File: src/hdl/tcas_pkg.sv
package tcas_pkg;

  localparam int FIELD_SPAN = 128;

  localparam logic [1:0] OP_WRITE   = 2'd0;
  localparam logic [1:0] OP_READ    = 2'd1;
  localparam logic [1:0] OP_ADVANCE = 2'd2;
  localparam logic [1:0] OP_NONE    = 2'd3;

  localparam logic [1:0] MODE_CYCLIC      = 2'd0;
  localparam logic [1:0] MODE_TOTALISTIC  = 2'd1;
  localparam logic [1:0] MODE_OUTER_TOTAL = 2'd2;
  localparam logic [1:0] MODE_GENERATIONS = 2'd3;

  localparam logic [2:0] CFG_MODE      = 3'd0;
  localparam logic [2:0] CFG_NBHD      = 3'd1;
  localparam logic [2:0] CFG_RADIUS    = 3'd2;
  localparam logic [2:0] CFG_THRESHOLD = 3'd3;
  localparam logic [2:0] CFG_RULE      = 3'd4;
  localparam logic [2:0] CFG_SURVIVE   = 3'd5;
  localparam logic [2:0] CFG_BORN      = 3'd6;
  localparam logic [2:0] CFG_STATES    = 3'd7;

  typedef struct packed {
    logic [1:0] op;
    logic [6:0] column;
    logic [6:0] row;
    logic [7:0] write_value;
  } in_word_t;

  typedef struct packed {
    logic [7:0] read_value;
    logic       generation_done;
  } out_word_t;

  typedef struct packed {
    logic clr;
    logic take;
    logic centre_rd;
    logic cap_x;
    logic mod_step;
    logic scan;
    logic cell_wr;
    logic res_rd;
    logic res_load;
  } cmd_t;

  typedef struct packed {
    logic       clr_last;
    logic       mod_last;
    logic       off_last;
    logic       cell_last;
    logic       out_free;
    logic [1:0] op;
  } stat_t;

endpackage

File: src/hdl/tcas_ctrl.sv
module tcas_ctrl (
  input  logic           clk,
  input  logic           rst,
  input  logic           in_valid,
  output logic           in_ready,
  input  tcas_pkg::stat_t stat,
  output tcas_pkg::cmd_t  cmd
);
  import tcas_pkg::*;

  typedef enum logic [9:0] {
    ST_CLEAR  = 10'b0000000001,
    ST_IDLE   = 10'b0000000010,
    ST_RDATA  = 10'b0000000100,
    ST_CENTRE = 10'b0000001000,
    ST_CAP    = 10'b0000010000,
    ST_MOD    = 10'b0000100000,
    ST_SCAN   = 10'b0001000000,
    ST_DRAIN  = 10'b0010000000,
    ST_WRITE  = 10'b0100000000,
    ST_RESP   = 10'b1000000000
  } state_t;

  state_t state, state_next;

  always_ff @(posedge clk) begin
    if (rst) begin
      state <= ST_CLEAR;
    end else begin
      state <= state_next;
    end
  end

  assign in_ready = (state == ST_IDLE);

  always_comb begin
    state_next = state;
    cmd = '0;
    unique case (state)
      ST_CLEAR: begin
        cmd.clr = 1'b1;
        if (stat.clr_last) state_next = ST_IDLE;
      end
      ST_IDLE: begin
        if (in_valid) begin
          cmd.take = 1'b1;
          priority if (stat.op == OP_READ) state_next = ST_RDATA;
          else if (stat.op == OP_ADVANCE) state_next = ST_CENTRE;
          else state_next = ST_RESP;
        end
      end
      ST_RDATA: begin
        cmd.res_rd = 1'b1;
        state_next = ST_RESP;
      end
      ST_CENTRE: begin
        cmd.centre_rd = 1'b1;
        state_next = ST_CAP;
      end
      ST_CAP: begin
        cmd.cap_x = 1'b1;
        state_next = ST_MOD;
      end
      ST_MOD: begin
        cmd.mod_step = 1'b1;
        if (stat.mod_last) state_next = ST_SCAN;
      end
      ST_SCAN: begin
        cmd.scan = 1'b1;
        if (stat.off_last) state_next = ST_DRAIN;
      end
      ST_DRAIN: begin
        state_next = ST_WRITE;
      end
      ST_WRITE: begin
        cmd.cell_wr = 1'b1;
        state_next = stat.cell_last ? ST_RESP : ST_CENTRE;
      end
      ST_RESP: begin
        if (stat.out_free) begin
          cmd.res_load = 1'b1;
          state_next = ST_IDLE;
        end
      end
      default: state_next = ST_CLEAR;
    endcase
  end

endmodule

File: config.mk
export PLATFORM = sky130hd
export DESIGN_NAME = tcas_ctrl
export DESIGN_NICKNAME = d
export VERILOG_FILES = /design/src/hdl/tcas_pkg.sv /design/src/hdl/tcas_ctrl.sv
export SDC_FILE = /design/constraint.sdc
export NUM_CORES = 1
export LEC_CHECK = 0
export BUFFER_PORTS_ARGS = -buffer_cell sky130_fd_sc_hd__buf_2
export CAP_MARGIN = 10
export CORE_ASPECT_RATIO = 0.75
export CORE_MARGIN = 1
export CORE_UTILIZATION = 45
export CTS_CLUSTER_SIZE = 24
export DETAILED_ROUTE_END_ITERATION = 10
export GPL_ROUTABILITY_DRIVEN = 0
export PLACE_DENSITY_LB_ADDON = 0.1
export REMOVE_ABC_BUFFERS = 1
export SYNTH_ARGS = -nofsm -noshare
export SYNTH_HDL_FRONTEND = slang
export SYNTH_SLANG_ARGS = --single-unit
export TNS_END_PERCENT = 1
File: constraint.sdc
create_clock -name clk -period 1.6 [get_ports clk]
set_input_delay 0.08 -clock clk [delete_from_list [all_inputs] [get_ports clk]]
set_output_delay 0.08 -clock clk [all_outputs]
set_load 0.03 [all_outputs]
# ---- Word level (Yosys, flattened, before mapping)
# Cells that the tools add are included.
dict set report op_classes {
  n_mux 20
  n_reduce_logical 1
  n_eq_ne 17
}
# cell n
set ops {}
lappend ops {{$pmux W10 S10} 1}
lappend ops {{$mux W10} 8}
lappend ops {{$mux W1} 11}
lappend ops {{$eq A10 B1 Y1 const B} 1}
lappend ops {{$eq A10 B10 Y1 const B} 1}
lappend ops {{$eq A10 B2 Y1 const B} 1}
lappend ops {{$eq A10 B3 Y1 const B} 1}
lappend ops {{$eq A10 B4 Y1 const B} 1}
lappend ops {{$eq A10 B5 Y1 const B} 1}
lappend ops {{$eq A10 B6 Y1 const B} 1}
lappend ops {{$eq A10 B7 Y1 const B} 1}
lappend ops {{$eq A10 B8 Y1 const B} 1}
lappend ops {{$eq A10 B9 Y1 const B} 1}
lappend ops {{$ne A2 B2 Y1 const B} 5}
lappend ops {{$reduce_and A5 Y1} 1}
lappend ops {{$eq A2 B1 Y1 const B} 1}
lappend ops {{$eq A2 B2 Y1 const B} 1}
dict set report totals {
  regBits 10
  out_inout_bits 10
  word_cells 39
}

# ---- Logic depth before layout (Yosys ltp)
# Gate-level depths: netlist of the first run.
dict set report depth {
  depth_word 5
  mapped_depth 7
}

# ---- Worst setup path after synthesis of the first run
# OpenSTA, ideal clock, no wires.
dict set report synth_path {
  kind {register to register}
  from {register state[7]}
  to {register state[4]}
  path_stages_with_launch 5
  synth_period_minus_slack_ns 2.373
  n_path_buf 0
  setup_ns 0.096
  t_required_ns 1.504
  slack_ns -0.773
  arrival_time_ns 2.277
  cell_sequence {dfxtp_1 -> or3_1 -> or2_1 -> nor4_1 -> nor4b_1}
}
dict set report synth_between {
  elab_chain_len 3
  elab_cells_between_ends 17
}
# element line_no
set synth_lines {}
lappend synth_lines {{start, declared} tcas_ctrl.sv:24} ;# state_t state, state_next;
lappend synth_lines {{start signal, assigned} tcas_ctrl.sv:30} ;# state <= state_next;
lappend synth_lines {{$eq A10 B1 Y1 (tied with other cells)} tcas_ctrl.sv:39} ;# unique case (state)
lappend synth_lines {{$ne A2 B2 Y1 (no line)} n/a}
lappend synth_lines {{$reduce_and A5 Y1 (no line)} n/a}
# Several ways; a longest one is shown, not always the timed one.
# A chain may end at the register's enable or synchronous reset.

==> results of run 1 <==
==> per-stage QoR <==
step	power, mW	instances
after floorplan	0.684	91
after global placement	0.965	155
after global routing	1.38	160
after detailed placement	0.971	155
final	1.31	160
after CTS	1.22	160
==> worst max-delay path, stage by stage, from the launching register on <==
cell	delay, ns
dfxtp_2	0.32
or3_4	0.41
or4_4	0.52
nor3b_4	0.23
buf_6	0.16
==> synth_stat cells, drive strengths merged, types with 3 or more instances <==
library cell	n	share of area, %
or3	4	3.8
or2	3	2.4
nor4	4	4.0
nor3b	8	9.8
clkbuf	4	1.9
nor2	10	4.8
mux2i	3	3.8
xnor2	3	3.4
a21oi	3	1.9
nand2	4	1.9
dfxtp	10	26
or4	3	3.4
inv	6	2.9
nand3	3	1.9
o21ai	5	3.2
nor3	4	3.2
==> power by group <==
group / switching (mW) / internal [mW] / total (mW)
combinational: 0.395 / 0.365 / 0.760
sequential: 0.0404 / 0.276 / 0.316
clock: 0.0974 / 0.138 / 0.236
total: 0.532 / 0.779 / 1.31
==> cell families (layout without fill, tap and decap cells) <==
family,after synthesis,in the layout
adders and majority gates,2,2
muxes,3,3
DFF,10,10
xor gates and xnor gates,4,4
buffers and inverters,12,54
AOI/OAI and AO/OA,15,15
and+or+nand+nor,51,51
==> layout make-up <==
| class | instances | share of cell area [%] |
|---|---|---|
| repair buffers | 44 | 25.9 |
| clock buffers | 4 | 2.97 |
| inverters | 6 | 1.84 |
| multi-input cells | 75 | 50.6 |
| well taps | 21 | 2.15 |
| flip-flops and latches | 10 | 16.6 |
==> per-layer routing <==
| metal | track usage (%) | vias up | wire, um |
|---|---|---|---|
| li1 | - | 432 | - |
| met1 | 38.2 | 449 | 1130 |
| met2 | 43.3 | 68 | 1240 |
| met3 | 5.95 | 10 | 303 |
| met4 | 4.29 | 0 | 64 |
| met5 | 0 | - | 0 |
==> path summary, 6_finish.rpt <==
| kind | end | from | cells past startpoint | slack [ns] |
|---|---|---|---|---|
| hold reg to reg | state[8] | state[8] | 2 | 0.61 |
| hold / removal | state[9] | rst | 2 | 0.09 |
| setup / recovery | cmd[2] | state[4] | 4 | -0.40 |
| setup reg to reg | state[2] | state[1] | 5 | -0.29 |
==> repair_timing <==
item / 4_1_cts / 5_1_grt
endpoints found under the setup margin: 20 / 20
setup buffers: 1 / 0
pin swaps: 2 / 3
gates resized for setup: 8 / 24
==> metrics.cfg, run 1 <==
[status]
status=finished, violations left
violations=setup timing

[routing]
drtPass1Iterations=4
drt_iter0_markers=35
avgViaCountPerCell=5.99
dr_total_vias=959
routed_wl_mm=2.74
drc=0
wire_per_inst_um=17.1
antenna_left=0

[cts]
cts.sink_count=10
numCtsBuffers=3
cts_root_buf=clkbuf_4
cts_buffer_depth=2
cts_htree_levels=1
cts_tree=built
hold_buffers=0
cts.clk_slew.worst_paths_ns=0.07
insertion_delay_ns=0.27

[floorplan]
start_util_pct=50.6
num_rows=12
dieArea_um2=1910
core_region_area_um2=1550
dieHeight_um=38.1
io_pins=20
die_w_um=50.1

[global_route]
grt_use_total_pct=27.3
grt_pass1_wl_mm=3.77
antenna_found_initial=0
gr-total-overflow=0
first_global_vias=819
grt_max_degree=9

[yosys]
synth_compound_area_share_pct=13.1
synth_top_family_by_area=simple AND/OR/NAND/NOR gates
yosysSeqAreaShare_pct=25.6
synth_mux_area_share_pct=3.84
syn_inst=97
syn_avg_cell_area_um2=8.06
synth-adder-area-share_pct=3.20
synth_area_um2=782
async_flop_share_pct=0
synth_simple_gate_area_share_pct=42.9
ys_warn_count=0
ys_ff_latch=10
synthXorXnorAreaFrac_pct=4.48
synth.distinct_cells=38
ys.flop_type=dfxtp_1
synth_edf_count=0

[critical_path]
cp.required_ns=1.52
cp.arrival_ns=1.92
worst_setup_path_end_kind=output port
worst-setup-path-type=register to output port
start_kind=register
critPathMaxFanout=5

[hold_path]
holdCritPathClass=input port to register

[layout]
n_antenna_cell=0
area_growth_pct=56.5
final_util_pct=79.1
top_register=state
final_cell_mix=buf_4 (28), buf_2 (10), nor2_1 (8), dfxtp_1 (8)
fin_area_um2=1220
final_common_cell=buf_4
nets=152
reg_top3=state x10
largest_reg_flops=10
register_area_um2=203
drive_gt1_share_pct=51.8
nFillCells=103
multi_input_area_um2=619

[sta]
period_needed_ns=2.00
setup_violations=19
slew-limit-headroom_pct=66.1
drv_slew=0
fin_hold_ws_ns=0.0881
worst_slack_ns=-0.398
fin_worst_skew_ns=0.00934
fmax_mhz=501
fin_tns_setup_ns=-4.54
worst_pin_slew_ns=0.507
hold_violations=0
min_period_over_period_pct=125
rsz0062_at_grt=yes

[placement]
dp_hpwl_mm=1.83
postPlaceCellArea_um2=1050
preCtsSetupSlack_ns=-0.186
port-buffer-count=19

[job]
maxCapViolations=0

[pwr]
ir_drop_v=0.000731
p_leak_nw=0.561
p_per_area_nw_per_um2=1070

No activity file was read; power rests on OpenSTA's default activity.
==> inputs of run 2 (changes only) <==
ABC_AREA = 1   (was unset)
BUFFER_PORTS_ARGS = unset   (was -buffer_cell sky130_fd_sc_hd__buf_2)
DONT_BUFFER_PORTS = 1   (was unset)
REMOVE_ABC_BUFFERS = unset   (was 1)
==> metrics.cfg, run 2 <==
[hold_path]
hold-path-cell-count=3  ; +1
holdCritPathClass=input port to register
min-delay-start=stat[3]
whs_endpoint=state[3]

[cts]
cts_buffer_depth=2  ; unchanged
post_cts_buffers=0  ; -1
cts.sink_count=10  ; unchanged
insertion_delay_ns=0.26  ; about the same
cts_root_buf=clkbuf_4
cts_htree_levels=1  ; unchanged
numCtsBuffers=3  ; unchanged
cts_tree=built
cts.clk_slew.worst_paths_ns=0.07  ; about the same

[pwr]
p_sw_share_pct=51.7  ; +11 points
power_frac_seq_pct=25.2  ; +1.1 points
p_sw_mw=0.736  ; +38%
internal_power_mw=0.688  ; -12%
p_per_area_nw_per_um2=1440  ; +34%
power.share.combinational_pct=62.8  ; +4.9 points
clock_power_share_pct=12.0  ; -6.0 points
ir_drop_v=0.000850  ; +16%
p_leak_nw=0.547  ; -2.5%

[routing]
drtPass1Iterations=4  ; unchanged
avgViaCountPerCell=4.71  ; -21%
wire_per_inst_um=11.1  ; -35%
drc=0  ; unchanged
antenna_left=0  ; unchanged
routed_wl_mm=1.81  ; -34%
drt_iter0_markers=20  ; -43%
dr_total_vias=767  ; -20%

[global_route]
grt_max_degree=10  ; +1
grt_pass1_wl_mm=2.86  ; -24%
gr-total-overflow=0  ; unchanged
antenna_found_initial=0  ; unchanged
grt_use_total_pct=19.7  ; -7.6 points
first_global_vias=631  ; -23%

[placement]
port-buffer-count=0  ; -19
postPlaceCellArea_um2=945  ; -10%
dp_hpwl_mm=1.49  ; -19%

[yosys]
yosys-top-cells-area=dfxtp_1 (23%), inv_1 (12%), nand2_1 (8.8%), nor2_4 (7.9%), nor2_1 (7.4%)
synth_area_leader_cell=dfxtp_1
syn_inst=129  ; +33%
ys_ff_latch=10  ; unchanged
ys_warn_count=0  ; unchanged
synth.distinct_cells=23  ; -39%
ys.flop_type=dfxtp_1
async_flop_share_pct=0  ; unchanged
synth_area_um2=857  ; +9.6%
synth_edf_count=0  ; unchanged
yosysSeqAreaShare_pct=23.4  ; -2.2 points
syn_nets=141
ys_top_cells_by_count=inv_1 (27), nand2_1 (20), nor2_1 (17)
yosys.area.top_type_share_pct=23.4  ; -2.2 points
yosysMostFrequentCell=inv_1
syn_avg_cell_area_um2=6.64  ; -18%

[status]
status=completed

[floorplan]
start_util_pct=48.8  ; -1.8 points
core_region_area_um2=1760  ; +14%
dieHeight_um=39.8  ; +4.4%
dieArea_um2=2090  ; +9.2%
io_pins=20  ; unchanged
die_w_um=52.4  ; +4.5%
num_rows=13  ; +1

[layout]
fin_area_um2=992  ; -19%
reg_top3=state x10
drive_gt1_share_pct=33.3  ; -18 points
final_cell_mix=inv_1 (25), nand2_1 (20), nor2_1 (17)
largest_reg_flops=10  ; unchanged
top_register=state
final_common_cell=inv_1
n_antenna_cell=0  ; unchanged
nets=155  ; +2.0%
area_growth_pct=15.8
nFillCells=181  ; +76%

[job]
maxCapViolations=0  ; unchanged

[critical_path]
worst_setup_path_end_kind=output port
cp.required_ns=1.52  ; about the same
r2r-end=state[5]
rrSetupSlack_ns=0.15  ; +0.44 ns
critPathLaunch=state[5]
worst-setup-path-type=register to output port
rr_startpoint=state[5]
start_kind=register
cp.arrival_ns=1.44  ; -0.48 ns
reg2reg_depth=8  ; +3
critPathMaxFanout=5  ; unchanged

[sta]
period_needed_ns=1.52  ; -0.479 ns
min_period_over_period_pct=94.9  ; -30 points
fin_worst_skew_ns=0.00445  ; -0.00489 ns
fmax_mhz=659  ; +32%
rsz0062_at_grt=yes
drv_slew=0  ; unchanged
fin_tns_setup_ns=0  ; +4.54 ns
worst_pin_slew_ns=0.254  ; -0.253 ns
hold_violations=0  ; unchanged
slew-limit-headroom_pct=82.9  ; +17 points
setup_violations=0  ; -19

==> run 2: cell type report <==
cell class / instances / area, um^2 / share of cell area, %
Inverter: 32 / 120 / 12.1
Tap cell: 22 / 27.5 / 2.77
Timing Repair Buffer: 9 / 70.1 / 7.06
Sequential cell: 10 / 200 / 20.2
Multi-Input combinational cell: 87 / 552 / 55.6
Clock buffer: 3 / 22.5 / 2.27
==> run 2: cells by family (layout without fill, tap and decap cells) <==
kind of cell | after synthesis | after routing | share of synthesized area (%)
DFF | 10 | 10 | 23.4
and+or+nand+nor | 82 | 82 | 58.0
adders and majority gates | 2 | 2 | 2.92
AOI/OAI and AO/OA | 3 | 3 | 1.75
buffers and inverters | 32 | 44 | 14.0
==> run 2: how the worst max path moves through the flow <==
stage / slack, ns / end
finish: 0.08 / cmd[0]
CTS: 0.03 / cmd[2]
detailed placement: 0.16 / state[5]
global route: -0.03 / cmd[7]
floorplan: 0.19 / state[5]
global placement: 0.20 / state[6]
==> run 2: metrics by stage <==
| step | setup slack [ns] | hold WS (ns) | total power [mW] | util, % | std cells |
|---|---|---|---|---|---|
| floorplan | 0.185 | 0.235 | 1.05 | - | 129 |
| global placement | 0.196 | 0.255 | 1.21 | 53.8 | 159 |
| detailed placement | 0.155 | 0.260 | 1.21 | 53.8 | 159 |
| global route | -0.0267 | 0.0618 | 1.54 | 56.5 | 163 |
| finish | 0.0817 | 0.0463 | 1.42 | 56.5 | 163 |
| CTS | 0.0330 | 0.0443 | 1.39 | 55.6 | 163 |
==> run 2: power by group through the flow <==
| stage | sequential (mW) | combinational, mW | clock (mW) |
|---|---|---|---|
| floorplan | 0.352 | 0.700 | 0 |
| global placement | 0.364 | 0.846 | 0 |
| detailed placement | 0.364 | 0.846 | 0 |
| CTS | 0.358 | 0.855 | 0.174 |
| global route | 0.366 | 0.986 | 0.188 |
| finish | 0.359 | 0.895 | 0.171 |
==> run 2: per-layer routing <==
metal | share of wire [%] | vias up | track usage [%]
met2 | 38 | 34 | 25.9
met1 | 53 | 317 | 30.6
met5 | 0 | - | 0
met3 | 8.2 | 2 | 3.49
li1 | - | 414 | -
met4 | 0.72 | 0 | 5.92
==> run 2: repair_timing <==
| action | in CTS | in global routing |
|---|---|---|
| hold buffers | 1 | 0 |
| endpoints found under the setup margin | 0 | 3 |
| hold endpoints to repair | 1 | 0 |
| gates resized for setup | 0 | 5 |
==> run 2: critical path, cell delays in order, from the launching register on <==
cell,delay [ns]
dfxtp_1,0.35
nor2_2,0.18
nand2_4,0.12
nor2_4,0.15
nand3_1,0.10
nor2_1,0.11
buf_4,0.17
==> inputs of run 3 (changes only) <==
CTS_BUF_LIST = sky130_fd_sc_hd__clkbuf_8   (was unset)
TNS_END_PERCENT = unset   (was 1)
==> metrics.cfg, run 3 (same netlist as run 2, synthesis figures left out) <==
[floorplan]
core_region_area_um2=1760  ; unchanged
dieHeight_um=39.8  ; unchanged
io_pins=20  ; unchanged
num_rows=13  ; unchanged
dieArea_um2=2090  ; unchanged
start_util_pct=48.8  ; unchanged
die_w_um=52.4  ; unchanged

[status]
status=completed

[layout]
drive_gt1_share_pct=32.9  ; -0.48 points
reg_top3=state x10
final_common_cell=inv_1
largest_reg_flops=10  ; unchanged
final_util_pct=56.1  ; -0.36 points
top_register=state
area_growth_pct=15.0
nets=154  ; -0.65%
n_antenna_cell=0  ; unchanged
final_cell_mix=inv_1 (25), nand2_1 (20), nor2_1 (17)

[routing]
routed_wl_mm=1.79  ; -1.2%
drtPass1Iterations=4  ; unchanged
avgViaCountPerCell=4.68  ; -0.56%
drc=0  ; unchanged
antenna_left=0  ; unchanged
drt_iter0_markers=33  ; +65%
dr_total_vias=758  ; -1.2%
wire_per_inst_um=11.0  ; -0.61%

[cts]
cts.sink_count=10  ; unchanged
cts_buffer_depth=2  ; unchanged
insertion_delay_ns=0.23  ; -0.03 ns
cts_root_buf=clkbuf_8
cts_tree=built
cts_htree_levels=1  ; unchanged
numCtsBuffers=3  ; unchanged
cts.clk_slew.worst_paths_ns=0.05  ; -0.02 ns

[hold_path]
holdCritPathClass=input port to register
hold-path-cell-count=3  ; unchanged
min-delay-start=rst
whs_endpoint=state[9]

[sta]
drv_slew=0  ; unchanged
rsz0062_at_grt=yes
worst_pin_slew_ns=0.260  ; +0.00647 ns
period_needed_ns=1.48  ; -0.0393 ns
hold_violations=0  ; unchanged
fin_worst_skew_ns=0.00320  ; -0.00125 ns
slew-limit-headroom_pct=82.5  ; -0.43 points
fin_tns_setup_ns=0  ; unchanged
fmax_mhz=676  ; +2.7%
fin_hold_ws_ns=0.0161  ; -0.0301 ns
min_period_over_period_pct=92.4  ; -2.5 points
setup_violations=0  ; unchanged
worst_slack_ns=0.121  ; +0.0393 ns

[pwr]
internal_power_mw=0.754  ; +9.6%
p_leak_nw=0.549  ; +0.34%
p_sw_mw=0.719  ; -2.2%
power_frac_seq_pct=24.4  ; -0.8 points
p_per_area_nw_per_um2=1490  ; +4.1%
power.share.combinational_pct=58.1  ; -4.7 points
p_sw_share_pct=48.8  ; -2.9 points
finalPower_mw=1.47  ; +3.5%
ir_drop_v=0.000881  ; +3.7%
clock_power_share_pct=17.5  ; +5.5 points

[critical_path]
worst-setup-path-type=register to output port
cp.arrival_ns=1.40  ; -0.04 ns
cp.required_ns=1.52  ; about the same
worst_setup_path_end_kind=output port
start_kind=register
rr_startpoint=state[5]
critPathMaxFanout=5  ; unchanged
rrSetupSlack_ns=0.16  ; about the same
reg2reg_depth=8  ; unchanged
r2r-end=state[5]

[global_route]
grt_max_degree=10  ; unchanged
gr-total-overflow=0  ; unchanged
first_global_vias=631  ; unchanged
grt_use_total_pct=19.9  ; +0.17 points
grt_pass1_wl_mm=2.90  ; +1.7%
antenna_found_initial=0  ; unchanged

[placement]
dp_hpwl_mm=1.49  ; unchanged
port-buffer-count=0  ; unchanged
preCtsSetupSlack_ns=0.155  ; unchanged

[job]
maxCapViolations=0  ; unchanged

==> run 3: cell count changes in the layout (fill, tap and decap cells not counted) <==
cell	previous run	this run
clkbuf_4	3	0
clkbuf_8	0	3
dlygate4sd3_1	1	0
nand2_2	6	7
nand2_4	3	2
nand3_1	6	7
nand3_2	5	4
nor2_2	6	7
nor2_4	7	6
==> run 3: area by class of cell <==
class	instances	area, um^2
clock buffer	3	41.3
inverter	32	120
sequential	10	200
tap	22	27.5
timing repair buffer	8	60.1
multi-input combinational	87	537
fill	176	771
==> run 3: power by group through the flow <==
stage	Combinational, mW	Clock [mW]	Sequential, mW
final	0.857	0.258	0.359
after global routing	0.949	0.272	0.366
after CTS	0.853	0.258	0.359
after detailed placement	0.846	0	0.364
after global placement	0.846	0	0.364
after floorplan	0.700	0	0.352
==> run 3: how the worst max path moves through the flow <==
stage	cells after the start	from	slack [ns]	to
2_1_floorplan	10	state[8]	0.19	state[5]
3_3_place_gp	8	state[5]	0.20	state[6]
3_5_place_dp	8	state[5]	0.16	state[5]
4_1_cts	5	state[5]	0.07	cmd[2]
5_1_grt	6	state[4]	-0.005	cmd[7]
6_report	5	state[5]	0.12	cmd[2]
==> run 3: what timing repair did <==
item                       4_1_cts  5_1_grt
gates resized for setup          0        2
setup endpoints to repair        0        3
hold buffers                     0        0
setup buffers                    0        0
hold endpoints to repair         0        0
==> run 3: stage by stage <==
stage,cell area [um^2],cells
after floorplan,857,129
after global placement,945,159
after detailed placement,945,159
after CTS,986,162
after global routing,986,162
final,986,162
==> run 3: per-layer routing <==
metal	up-vias	global-route usage [%]	share of wire, %
met1	320	31.1	57
met2	28	26.9	38
met3	0	2.33	5.4
li1	410	-	-
met5	-	0	0
met4	0	5.92	0
==> run 3: critical path, stage by stage (launching register included) <==
cell and delay (ns):
dfxtp_1 0.34, nor2_2 0.14, nand2_2 0.14, nor2_4 0.16
nand3_1 0.19, inv_2 0.20
